--- src/rtl/lss_pkg.sv ---
`timescale 1ns / 1ps
// ============================================================================
// lss_pkg
// Shared widths, codes and types of the LED strip frame serializer.
// ============================================================================
package lss_pkg;

   // Payload widths.
   localparam int COLOUR_W   = 8;
   localparam int BYTE_W     = 8;
   localparam int BRIGHT_W   = 5;
   localparam int COUNT_W    = 10;
   localparam int CSR_W      = 10;
   localparam int CSR_IDX_W  = 1;

   // Widest clamped frame length, with room for the rounding term.
   localparam int LEN_W      = 11;
   // End byte count: (length + 14) / 16 over the whole parameter range.
   localparam int END_CNT_W  = LEN_W - 4;

   localparam int MAX_LEDS_DEFAULT = 512;

   // Stream constants.
   localparam logic [BYTE_W-1:0] LED_HEADER = 8'hE0;
   localparam logic [LEN_W-1:0]  END_ROUND  = 11'd14;
   localparam int                START_BYTES = 4;

   // Register indexes of the configuration port.
   localparam logic [CSR_IDX_W-1:0] REG_LED_COUNT  = 1'd0;
   localparam logic [CSR_IDX_W-1:0] REG_BRIGHTNESS = 1'd1;

   // Work descriptor passed from the front to the back.
   typedef struct packed {
      logic [COLOUR_W-1:0]  red;
      logic [COLOUR_W-1:0]  green;
      logic [COLOUR_W-1:0]  blue;
      logic [BRIGHT_W-1:0]  bright;
      logic                 start;
      logic                 last_led;
      logic [END_CNT_W-1:0] end_cnt;
   } task_type;

   // Handshake between the queue and the back sequencer.
   typedef struct packed {
      logic valid;
      logic pop;
   } queue_ctl_type;

   // Phases of the byte sequencer.
   typedef enum logic [1:0] {
      SEQ_START,
      SEQ_LED,
      SEQ_END
   } seq_state_type;

endpackage

--- src/rtl/lss_req_if.sv ---
`timescale 1ns / 1ps
// ============================================================================
// lss_req_if
// Colour channel: one beat carries the colour of one LED.
// ============================================================================
interface lss_req_if;
   logic                         valid;
   logic                         ready;
   logic [lss_pkg::COLOUR_W-1:0] red;
   logic [lss_pkg::COLOUR_W-1:0] green;
   logic [lss_pkg::COLOUR_W-1:0] blue;

   modport source (output valid, output red, output green, output blue, input ready);
   modport sink   (input valid, input red, input green, input blue, output ready);
endinterface

--- src/rtl/lss_rsp_if.sv ---
`timescale 1ns / 1ps
// ============================================================================
// lss_rsp_if
// Byte channel: one beat carries one byte of the strip bit stream.
// ============================================================================
interface lss_rsp_if;
   logic                       valid;
   logic                       ready;
   logic [lss_pkg::BYTE_W-1:0] out_byte;
   logic                       run_last;
   logic                       frame_done;

   modport source (output valid, output out_byte, output run_last, output frame_done,
                   input ready);
   modport sink   (input valid, input out_byte, input run_last, input frame_done,
                   output ready);
endinterface

--- src/rtl/led_strip_frame_serializer.sv ---
`timescale 1ns / 1ps
// A colour beat is written into a two-entry descriptor queue, which absorbs the
// front. Throughput: one byte per cycle while the receiver is ready and work is
// queued, from the single output register of the byte sequencer, so an LED takes
// 4 bytes, plus 4 at the start of a frame and (length + 14) / 16 after its last LED.
// Reset: synchronous; LED position to start of frame, LED count 1,
// brightness 31, queue and output stage empty.
// ============================================================================
// led_strip_frame_serializer
// Encodes per-LED colours into the byte stream of a two-wire LED strip.
// ============================================================================
module led_strip_frame_serializer #(
   parameter int MAX_LEDS = lss_pkg::MAX_LEDS_DEFAULT
) (
   input  logic                          clock,
   input  logic                          reset,
   lss_req_if.sink                       req,
   lss_rsp_if.source                     rsp,
   input  logic                          csr_wr_en,
   input  logic [lss_pkg::CSR_IDX_W-1:0] csr_index,
   input  logic [lss_pkg::CSR_W-1:0]     csr_wdata
);

   logic                   queue_full;
   logic                   push;
   lss_pkg::task_type      push_task;
   logic                   head_valid;
   lss_pkg::task_type      head_task;
   lss_pkg::queue_ctl_type qctl;

   // Front: configuration, position and classification.
   lss_front #(
      .MAX_LEDS (MAX_LEDS)
   ) u_front (
      .clock      (clock),
      .reset      (reset),
      .req        (req),
      .csr_wr_en  (csr_wr_en),
      .csr_index  (csr_index),
      .csr_wdata  (csr_wdata),
      .queue_full (queue_full),
      .push       (push),
      .push_task  (push_task)
   );

   // Descriptor queue.
   lss_queue u_queue (
      .clock      (clock),
      .reset      (reset),
      .push       (push),
      .push_task  (push_task),
      .full       (queue_full),
      .pop        (qctl.pop),
      .head_valid (head_valid),
      .head_task  (head_task)
   );

   // Back: byte sequencer and output stage.
   lss_back u_back (
      .clock      (clock),
      .reset      (reset),
      .head_valid (head_valid),
      .head_task  (head_task),
      .qctl       (qctl),
      .rsp        (rsp)
   );

endmodule

--- src/rtl/lss_front.sv ---
`timescale 1ns / 1ps
// ============================================================================
// lss_front
// Holds the configuration and the LED position, and turns each colour beat
// into a work descriptor for the byte sequencer.
// ============================================================================
module lss_front #(
   parameter int MAX_LEDS = lss_pkg::MAX_LEDS_DEFAULT
) (
   input  logic                          clock,
   input  logic                          reset,
   lss_req_if.sink                       req,
   input  logic                          csr_wr_en,
   input  logic [lss_pkg::CSR_IDX_W-1:0] csr_index,
   input  logic [lss_pkg::CSR_W-1:0]     csr_wdata,
   input  logic                          queue_full,
   output logic                          push,
   output lss_pkg::task_type             push_task
);

   localparam int POS_W = (MAX_LEDS > 1) ? $clog2(MAX_LEDS) : 1;
   localparam logic [lss_pkg::LEN_W-1:0] LIMIT = lss_pkg::LEN_W'(MAX_LEDS);

   logic [lss_pkg::COUNT_W-1:0]  led_count_ff;
   logic [lss_pkg::BRIGHT_W-1:0] bright_ff;
   logic [POS_W-1:0]             pos_ff;
   logic [POS_W-1:0]             pos_in;

   logic [lss_pkg::LEN_W-1:0] raw_len;
   logic [lss_pkg::LEN_W-1:0] frame_len;
   logic [lss_pkg::LEN_W-1:0] end_sum;
   logic [POS_W:0]            next_pos;
   logic                      last_led;

   // Configuration registers.
   always_ff @(posedge clock) begin
      if (reset) begin
         led_count_ff <= lss_pkg::COUNT_W'(1);
         bright_ff    <= '1;
      end else if (csr_wr_en) begin
         case (csr_index)
            lss_pkg::REG_LED_COUNT:  led_count_ff <= csr_wdata[lss_pkg::COUNT_W-1:0];
            lss_pkg::REG_BRIGHTNESS: bright_ff    <= csr_wdata[lss_pkg::BRIGHT_W-1:0];
            default: ;
         endcase
      end
   end

   // Frame length clamped to one up to the strip size.
   always_comb begin
      raw_len = {1'b0, led_count_ff};
      if (raw_len == '0) begin
         frame_len = lss_pkg::LEN_W'(1);
      end else if (raw_len > LIMIT) begin
         frame_len = LIMIT;
      end else begin
         frame_len = raw_len;
      end
   end

   // Classification of the beat: start of frame, last LED and end bytes.
   always_comb begin
      next_pos = {1'b0, pos_ff} + 1'b1;
      last_led = lss_pkg::LEN_W'(next_pos) >= frame_len;
      end_sum  = frame_len + lss_pkg::END_ROUND;

      push_task.red      = req.red;
      push_task.green    = req.green;
      push_task.blue     = req.blue;
      push_task.bright   = bright_ff;
      push_task.start    = (pos_ff == '0);
      push_task.last_led = last_led;
      push_task.end_cnt  = last_led ? end_sum[lss_pkg::LEN_W-1:4] : '0;

      pos_in = last_led ? '0 : next_pos[POS_W-1:0];
   end

   assign req.ready = !queue_full;
   assign push      = req.valid && !queue_full;

   // LED position within the frame.
   always_ff @(posedge clock) begin
      if (reset) begin
         pos_ff <= '0;
      end else if (push) begin
         pos_ff <= pos_in;
      end
   end

endmodule

--- src/rtl/lss_queue.sv ---
`timescale 1ns / 1ps
// ============================================================================
// lss_queue
// Two-entry queue of work descriptors between the front and the back.
// ============================================================================
module lss_queue (
   input  logic                  clock,
   input  logic                  reset,
   input  logic                  push,
   input  lss_pkg::task_type     push_task,
   output logic                  full,
   input  logic                  pop,
   output logic                  head_valid,
   output lss_pkg::task_type     head_task
);

   lss_pkg::task_type entry_ff [2];
   logic              wr_ptr_ff;
   logic              rd_ptr_ff;
   logic [1:0]        fill_ff;
   logic [1:0]        fill_in;

   assign full       = (fill_ff == 2'd2);
   assign head_valid = (fill_ff != 2'd0);
   assign head_task  = entry_ff[rd_ptr_ff];

   // Storage; payload needs no reset.
   always_ff @(posedge clock) begin
      if (push) begin
         entry_ff[wr_ptr_ff] <= push_task;
      end
   end

   always_comb begin
      fill_in = fill_ff;
      if (push && !pop) begin
         fill_in = fill_ff + 2'd1;
      end else if (pop && !push) begin
         fill_in = fill_ff - 2'd1;
      end
   end

   // Pointers and fill level.
   always_ff @(posedge clock) begin
      if (reset) begin
         wr_ptr_ff <= 1'b0;
         rd_ptr_ff <= 1'b0;
         fill_ff   <= 2'd0;
      end else begin
         if (push) begin
            wr_ptr_ff <= !wr_ptr_ff;
         end
         if (pop) begin
            rd_ptr_ff <= !rd_ptr_ff;
         end
         fill_ff <= fill_in;
      end
   end

endmodule

--- src/rtl/lss_back.sv ---
`timescale 1ns / 1ps
// ============================================================================
// lss_back
// Byte sequencer: walks start, LED and end bytes of each descriptor and
// drives them through a registered output stage.
// ============================================================================
module lss_back (
   input  logic                  clock,
   input  logic                  reset,
   input  logic                  head_valid,
   input  lss_pkg::task_type     head_task,
   output lss_pkg::queue_ctl_type qctl,
   lss_rsp_if.source             rsp
);

   lss_pkg::seq_state_type         state_ff, state_in;
   lss_pkg::task_type              task_ff, task_in;
   logic [lss_pkg::END_CNT_W-1:0]  idx_ff, idx_in;
   logic                           active_ff, active_in;

   logic                           rsp_valid_ff;
   logic [lss_pkg::BYTE_W-1:0]     byte_ff, byte_in;
   logic                           last_ff, last_in;
   logic                           done_ff, done_in;

   lss_pkg::seq_state_type         cur_state;
   lss_pkg::task_type              cur_task;
   logic [lss_pkg::END_CNT_W-1:0]  cur_idx;
   logic                           have;
   logic                           advance;
   logic                           emit;
   logic [lss_pkg::END_CNT_W-1:0]  idx_next;

   // The output register moves when it is empty or its beat is taken.
   assign advance = !rsp_valid_ff || rsp.ready;

   // Work source: the descriptor in progress, else the queue head.
   always_comb begin
      if (active_ff) begin
         cur_task  = task_ff;
         cur_state = state_ff;
         cur_idx   = idx_ff;
      end else begin
         cur_task  = head_task;
         cur_state = head_task.start ? lss_pkg::SEQ_START : lss_pkg::SEQ_LED;
         cur_idx   = '0;
      end
      have       = active_ff || head_valid;
      emit       = advance && have;
      qctl.valid = head_valid;
      qctl.pop   = emit && !active_ff;
   end

   // Next phase and the byte of this step.
   always_comb begin
      idx_next  = cur_idx + 1'b1;
      state_in  = cur_state;
      idx_in    = idx_next;
      active_in = 1'b1;
      task_in   = cur_task;
      byte_in   = '0;
      last_in   = 1'b0;
      done_in   = 1'b0;
      case (cur_state)
         lss_pkg::SEQ_START: begin
            if (cur_idx == lss_pkg::END_CNT_W'(lss_pkg::START_BYTES - 1)) begin
               state_in = lss_pkg::SEQ_LED;
               idx_in   = '0;
            end
         end
         lss_pkg::SEQ_LED: begin
            case (cur_idx[1:0])
               2'd0:    byte_in = lss_pkg::LED_HEADER
                                  | lss_pkg::BYTE_W'(cur_task.bright);
               2'd1:    byte_in = cur_task.blue;
               2'd2:    byte_in = cur_task.green;
               default: byte_in = cur_task.red;
            endcase
            if (cur_idx[1:0] == 2'd3) begin
               idx_in = '0;
               if (cur_task.end_cnt != '0) begin
                  state_in = lss_pkg::SEQ_END;
               end else begin
                  active_in = 1'b0;
                  last_in   = 1'b1;
                  done_in   = cur_task.last_led;
               end
            end
         end
         lss_pkg::SEQ_END: begin
            if (idx_next == cur_task.end_cnt) begin
               active_in = 1'b0;
               last_in   = 1'b1;
               done_in   = 1'b1;
            end
         end
         default: begin
            active_in = 1'b0;
         end
      endcase
   end

   // Sequencer control state.
   always_ff @(posedge clock) begin
      if (reset) begin
         active_ff    <= 1'b0;
         state_ff     <= lss_pkg::SEQ_START;
         idx_ff       <= '0;
         rsp_valid_ff <= 1'b0;
      end else if (advance) begin
         rsp_valid_ff <= have;
         if (have) begin
            active_ff <= active_in;
            state_ff  <= state_in;
            idx_ff    <= idx_in;
         end
      end
   end

   // Descriptor in progress and output payload.
   always_ff @(posedge clock) begin
      if (emit) begin
         task_ff <= task_in;
         byte_ff <= byte_in;
         last_ff <= last_in;
         done_ff <= done_in;
      end
   end

   assign rsp.valid      = rsp_valid_ff;
   assign rsp.out_byte   = byte_ff;
   assign rsp.run_last   = last_ff;
   assign rsp.frame_done = done_ff;

endmodule

--- src/flat_wrapper.sv ---
// flat-port wrapper written by rule: the top's interface ports become plain ports
module led_strip_frame_serializer_flat 
#(
   parameter int MAX_LEDS = lss_pkg::MAX_LEDS_DEFAULT
)
  (clock, reset, csr_wr_en, csr_index, csr_wdata, req_valid, req_red, req_green, req_blue, req_ready, rsp_valid, rsp_out_byte, rsp_run_last, rsp_frame_done, rsp_ready);
  lss_req_if req_i ();
  lss_rsp_if rsp_i ();
  input  logic clock;
  input  logic reset;
  input  logic csr_wr_en;
  input  logic [lss_pkg::CSR_IDX_W-1:0] csr_index;
  input  logic [lss_pkg::CSR_W-1:0] csr_wdata;
  input wire logic [$bits(req_i.valid)-1:0] req_valid;
  input wire logic [$bits(req_i.red)-1:0] req_red;
  input wire logic [$bits(req_i.green)-1:0] req_green;
  input wire logic [$bits(req_i.blue)-1:0] req_blue;
  output wire logic [$bits(req_i.ready)-1:0] req_ready;
  output wire logic [$bits(rsp_i.valid)-1:0] rsp_valid;
  output wire logic [$bits(rsp_i.out_byte)-1:0] rsp_out_byte;
  output wire logic [$bits(rsp_i.run_last)-1:0] rsp_run_last;
  output wire logic [$bits(rsp_i.frame_done)-1:0] rsp_frame_done;
  input wire logic [$bits(rsp_i.ready)-1:0] rsp_ready;
  assign req_i.valid = req_valid;
  assign req_i.red = req_red;
  assign req_i.green = req_green;
  assign req_i.blue = req_blue;
  assign req_ready = req_i.ready;
  assign rsp_valid = rsp_i.valid;
  assign rsp_out_byte = rsp_i.out_byte;
  assign rsp_run_last = rsp_i.run_last;
  assign rsp_frame_done = rsp_i.frame_done;
  assign rsp_i.ready = rsp_ready;
  led_strip_frame_serializer #(.MAX_LEDS(MAX_LEDS)) u_core (.clock(clock), .reset(reset), .req(req_i), .rsp(rsp_i), .csr_wr_en(csr_wr_en), .csr_index(csr_index), .csr_wdata(csr_wdata));
endmodule
--- config.mk ---
export PLATFORM = sky130hd
export DESIGN_NAME = led_strip_frame_serializer_flat
export DESIGN_NICKNAME = d
export VERILOG_FILES = /design/src/rtl/lss_pkg.sv /design/src/rtl/lss_req_if.sv /design/src/rtl/lss_rsp_if.sv /design/src/rtl/led_strip_frame_serializer.sv /design/src/rtl/lss_front.sv /design/src/rtl/lss_queue.sv /design/src/rtl/lss_back.sv /design/src/flat_wrapper.sv
export SDC_FILE = /design/constraint.sdc
export NUM_CORES = 1
export LEC_CHECK = 0
export ABC_CLOCK_PERIOD_IN_PS = 11500
export BUFFER_PORTS_ARGS = -buffer_cell sky130_fd_sc_hd__buf_2
export CAP_MARGIN = 20
export CORE_UTILIZATION = 35
export DETAILED_ROUTE_END_ITERATION = 10
export GPL_TIMING_DRIVEN = 1
export PLACE_DENSITY = 0.61
export SLEW_MARGIN = 30
export SYNTH_ARGS = -nofsm -noshare
export SYNTH_HDL_FRONTEND = slang
export SYNTH_SLANG_ARGS = --single-unit
--- constraint.sdc ---
create_clock -name clock -period 11.5 [get_ports clock]
set_input_delay 1.725 -clock clock [delete_from_list [all_inputs] [get_ports clock]]
set_output_delay 1.725 -clock clock [all_outputs]
set_load 0.01 [all_outputs]
# Yosys cells after proc, flatten, opt, wreduce, memory -nomap -nowiden
# Memories as Yosys holds them, arrays and structs flattened. A register that Yosys moved wholly into a read port is not among the register bits.
# Cells that the tools add are included.
# totals
register_bits	87
ram_bits	76
in_bits	40
output_inout_bits	12
mem_count	1
# op_classes
add_sub_neg	5
n_lt_le_gt_ge	2
eq_ne	8
n_mux	33
n_bitwise	2
reduce_logical	25
# mem_list
memory	words	word_bits	rd	rd_ports_with_merged_regs	write_ports	line_no	rtl
u_core.u_queue.entry_ff	2	38	1	1	1	lss_queue.sv:17	lss_pkg::task_type entry_ff [2];
# ops
cell	n
$mux 38	1
$mux 7	4
$pmux 8 s3	1
$mux 10	2
$pmux 7 s2	1
$mux 1	13
$mux 2	6
$add 11x4->11 const B	1
$ge 10x11->1	1
$add 9x1->10 const B	1
$gt 10x10->1 const B	1
$logic_not 10->1	1
$logic_not 9->1	1
$mux 9	1
$eq 2x2->1 const B	4
$reduce_and 2->1	4
$add 7x1->7 const B	1
$eq 7x2->1 const B	1
$eq 7x7->1	1
$logic_not 1->1	7
$reduce_bool 7->1	1
$logic_and 1x1->1	5
$eq 2x1->1 const B	2
$logic_not 2->1	2
8 further kinds	12

# Logic depth before layout (Yosys ltp)
# depth
ltp_word	7
mapped_depth	15
mapped_depth_nobuf	12

# Hierarchy
# A second synthesis with hierarchy kept.
# hier_totals
hier_cells	641
area_unflattened_um2	7850.0
# modules_own_cells
module	instances	cells_per_inst	area_each_um2
lss_back	1	266	3150.5
lss_queue	1	140	2955.3
lss_front	1	235	1744.2

# Least setup slack after synthesis
# No wires, ideal clock.
# synth_path
path_kind	in2reg
start	in rsp_ready
end	reg u_core.u_queue.fill_ff[1]
setup_time_ns	0.070
arrival_time_ns	4.055
setup_slack_ns	7.375
stages	7
path_cell_list	inv_1 -> a21o_1 -> inv_1 -> nand2b_1 -> ha_1 -> or3_1 -> a21oi_1
# synth_via
elab_chain_cells	6
elab_cells_between_ends	8
classes_between	mux: 1; reduce/logical: 7
# synth_lines
item	line_no	rtl
from (decl)	flat_wrapper.sv:23	input wire logic [$bits(rsp_i.ready)-1:0] rsp_ready;
$logic_or 1x1->1 (*)	lss_back.sv:35	assign advance = !rsp_valid_ff || rsp.ready;
$logic_and 1x1->1 (*)	lss_back.sv:49	emit = advance && have;
named net u_core.u_back.emit	lss_back.sv:31	logic emit;
$logic_and 1x1->1 (*)	lss_back.sv:51	qctl.pop = emit && !active_ff;
$logic_not 1->1	lss_queue.sv:36	if (push && !pop) begin
$logic_and 1x1->1	lss_queue.sv:36	
$mux 2 / $reduce_bool 2->1 (equally long branches)	-	
to (signal assigned)	lss_queue.sv:56	fill_ff <= fill_in;
to (decl)	lss_queue.sv:20	logic [1:0] fill_ff;
# The timed path passes the listed nets; every way through them passes the cells marked *.
# A chain may end at the register's enable or synchronous reset.

# Worst setup path after layout
# layout_path
start	reg u_core.u_back.active_ff
end	reg u_core.u_back.active_ff
# layout_via
elab_chain_cells	5
elab_cells_between_ends	16
classes_between	add/sub: 1; eq/ne: 4; mux: 7; reduce/logical: 4
# layout_lines
item	line_no	rtl
from (decl)	lss_back.sv:19	logic active_ff, active_in;
from (signal assigned)	lss_back.sv:113	active_ff <= active_in;
$mux 7 / $mux 38 (equally long branches)	lss_back.sv:39	if (active_ff) begin
$add 7x1->7 / $reduce_bool 7->1 (equally long branches)	lss_back.sv:56, lss_back.sv:81	
$eq 7x7->1 / $mux 1 (equally long branches)	lss_back.sv:91, lss_back.sv:81	
$mux 1, on equally long branches	lss_back.sv:91, lss_back.sv:79	
$pmux 1 s3	lss_back.sv:64	case (cur_state)
# Parallel ways exist; a longest one is shown, timed or not.

==> results.cfg <==
[final_layout]
fin_util_pct = 41.37
area_growth_pct = 14.44
n_fill_cell = 1962
antennaDiodeCount = 0
layout_commonest_cell = edfxtp_1
nNetsFinal = 749
most-common-layout-cells = edfxtp_1 (123), nand2_1 (100), buf_2 (51)
layout.cells.non_filler = 970
drive_above_1_share_pct = 15.14

[worst_setup_path]
reg2reg_slack_ps = 7780
cp-startpoint = u_core.u_back.active_ff
worstSetupPathType = flip-flop to flip-flop
end_kind = flip-flop
critPathArrivalTime_ps = 4030
required_ps = 11810
crit_family = simple AND/OR/NAND/NOR gates
critPathSlowestCell = dfxtp_2
crit_path_max_incr_delay_ps = 720
reg2reg_depth = 9
cp_max_fo = 39
path_buf_inv = 1
crit_chain = nand2_1 -> inv_1 -> ha_1 -> nand3_1 -> nor3_1 -> nor2_1 -> or3_1 -> a31o_2 -> a311o_1
crit_path_start_kind = flip-flop
reg2reg_from = u_core.u_back.active_ff
reg2reg_to = u_core.u_back.active_ff

[routing]
drc = 0
drt_first_pass_iters = 4
vias = 4780
wl_per_cell_um = 14.76
via_per_inst = 4.928
drt-total-wl_um = 14320
drt_iter0_drc = 279
ant_nets = 0

[sta]
final_max_slew_viol_count = 0
fin_skew_ps = 10.61
finalSetupTns_ps = 0
hold_viol = 0
tightest_slew_ps = 822.5
period_share_pct = 32.33
rsz0062_at_grt = false
fmax_mhz = 269.0
slew_headroom_pct = 45.17
fin_crit_ps = 3718
setup_viol = 0

[die]
coreArea_mm2 = 0.02049
fp.dieH_um = 147.5
start_util_pct = 36.15
rows = 52
ioPinCount = 52
die-area_mm2 = 0.02175
fp.dieW_um = 147.5

[run]
maxCapViolCount = 0

[min_path]
hp-start = u_core.u_front.bright_ff[4]
min_path_type = flip-flop to flip-flop
min_path_cells = 0
min_to = u_core.u_queue.entry_ff[1][13]

[grt]
grt_pass1_vias = 4610
gr-total-overflow = 0
grt_max_degree = 55
grt.total_usage_pct = 13.93
grt_pass1_wl_um = 23570
antenna_found_initial = 0

[cts]
cts_inserted_buffers = 17
cts_tree = done
ctsHtreeMaxLevel = 4
cts_resized = 0
post_cts_buffers = 0
cts_root_buffer = clkbuf_16
clk_latency_ps = 430
clk_pin_slew_worst_paths_ps = 70
holdBufCountCts = 0
cts_buffer_depth = 2
cts.sinks = 163

[yosys]
synth.largest_area_cell = edfxtp_1
netlist_area_mm2 = 0.007408
ys_seq_area_share_pct = 60.67
synthDominantCellAreaShare_pct = 49.86
netlist_top_cells_area = edfxtp_1 (50%), dfxtp_1 (11%), nand2_1 (5.1%)
ys_seq_elements = 163
netlist_instances = 644
syn_area_per_cell_um2 = 11.50
synth_edf_count = 123
async_reset_ff_share_pct = 0
synth_cell_types = 54
ys.flop_type = edfxtp_1
yosysWarnings = 0

[placement]
portBuffers = 51
dp_hpwl_um = 9529
placed_cells = 938
gp_congestion = 0.7905

[status]
status = completed

[power_and_ir_drop]
leakage_nw = 3.038
finalPower_mw = 1.944
power-per-cell-area_mw_per_mm2 = 229.3
vdd_ir_drop_max_mv = 0.1137
-- worst max-delay path by stage --
stage | to | slack [ps] | cells after the start
global placement | u_core.u_queue.fill_ff[1] | 7220 | 8
floorplan | u_core.u_queue.fill_ff[1] | 7370 | 7
finish | u_core.u_back.active_ff | 7780 | 9
global route | u_core.u_back.active_ff | 7450 | 9
detailed placement | u_core.u_queue.fill_ff[1] | 7550 | 8
CTS | u_core.u_back.active_ff | 7780 | 9
-- metrics by stage --
step | hold slack [ps] | setup slack, ps | instance area (µm²)
6_report | 469.6 | 7782 | 8478
5_1_grt | 486.8 | 7454 | 8478
4_1_cts | 471.5 | 7781 | 8478
3_5_place_dp | 452.1 | 7551 | 7925
3_3_place_gp | 445.3 | 7219 | 7923
2_1_floorplan | 426.8 | 7375 | 7412
-- report_power, final --
group	switching, mW	internal (mW)
registers	0.0693	0.836
clock network	0.239	0.292
logic	0.333	0.175
total	0.641	1.30
-- layout make-up --
| cell class | instances | area, µm² | area share, % |
|---|---|---|---|
| clock buffer | 20 | 456.7 | 5.387 |
| clock inverter | 12 | 96.34 | 1.136 |
| inverter | 19 | 73.82 | 0.8707 |
| multi-input combinational | 430 | 2724 | 32.13 |
| sequential | 163 | 4497 | 53.04 |
| tap | 270 | 337.8 | 3.985 |
| timing repair buffer | 56 | 292.8 | 3.453 |
-- cell families after synthesis --
kind of cell	after synthesis	share of synthesized area [%]
AO/OA/AOI/OAI	131	10.61
adder cells (fa/ha/maj)	22	3.716
AND/OR/NAND/NOR	210	13.43
buffers and inverters	52	2.820
flip-flops	163	60.67
other	1	0.05062
XOR/XNOR	20	2.364
multiplexers	45	6.350
-- state kept, by name, summed over array words and instances, names as in the netlist, named ones only --
name / count
u_core.u_back.task_ff: 37
u_core.u_back.idx_ff: 7
u_core.u_queue.rd_ptr_ff: 1
u_core.u_back.active_ff: 1
u_core.u_queue.wr_ptr_ff: 1
u_core.u_front.bright_ff: 5
u_core.u_front.pos_ff: 9
u_core.u_back.rsp.valid: 1
u_core.u_queue.fill_ff: 2
u_core.u_front.led_count_ff: 10
u_core.u_back.rsp.frame_done: 1
u_core.u_queue.entry_ff: 76
u_core.u_back.rsp.out_byte: 8
u_core.u_back.state_ff: 2
u_core.u_back.rsp.run_last: 1
-- layer usage --
layer	vias to the layer above	track usage (%)	share of wire, %
met5	-	0	0
met4	0	4.845	1.4
met2	83	21.20	44
met1	2243	19.25	51
li1	2435	-	-
met3	19	3.519	3.6
-- Yosys cell counts (all sizes together) (8+ instances only) --
library cell / n
clkbuf: 24
nand2b: 10
buf: 9
mux2i: 35
nor2: 31
inv: 17
a31oi: 8
mux2: 10
nand2: 100
o21ai: 47
dfxtp: 40
xor2: 12
a21oi: 41
nor3: 10
nand3: 17
ha: 22
edfxtp: 123
xnor2: 8
No activity file was read; power rests on OpenSTA's default activity.
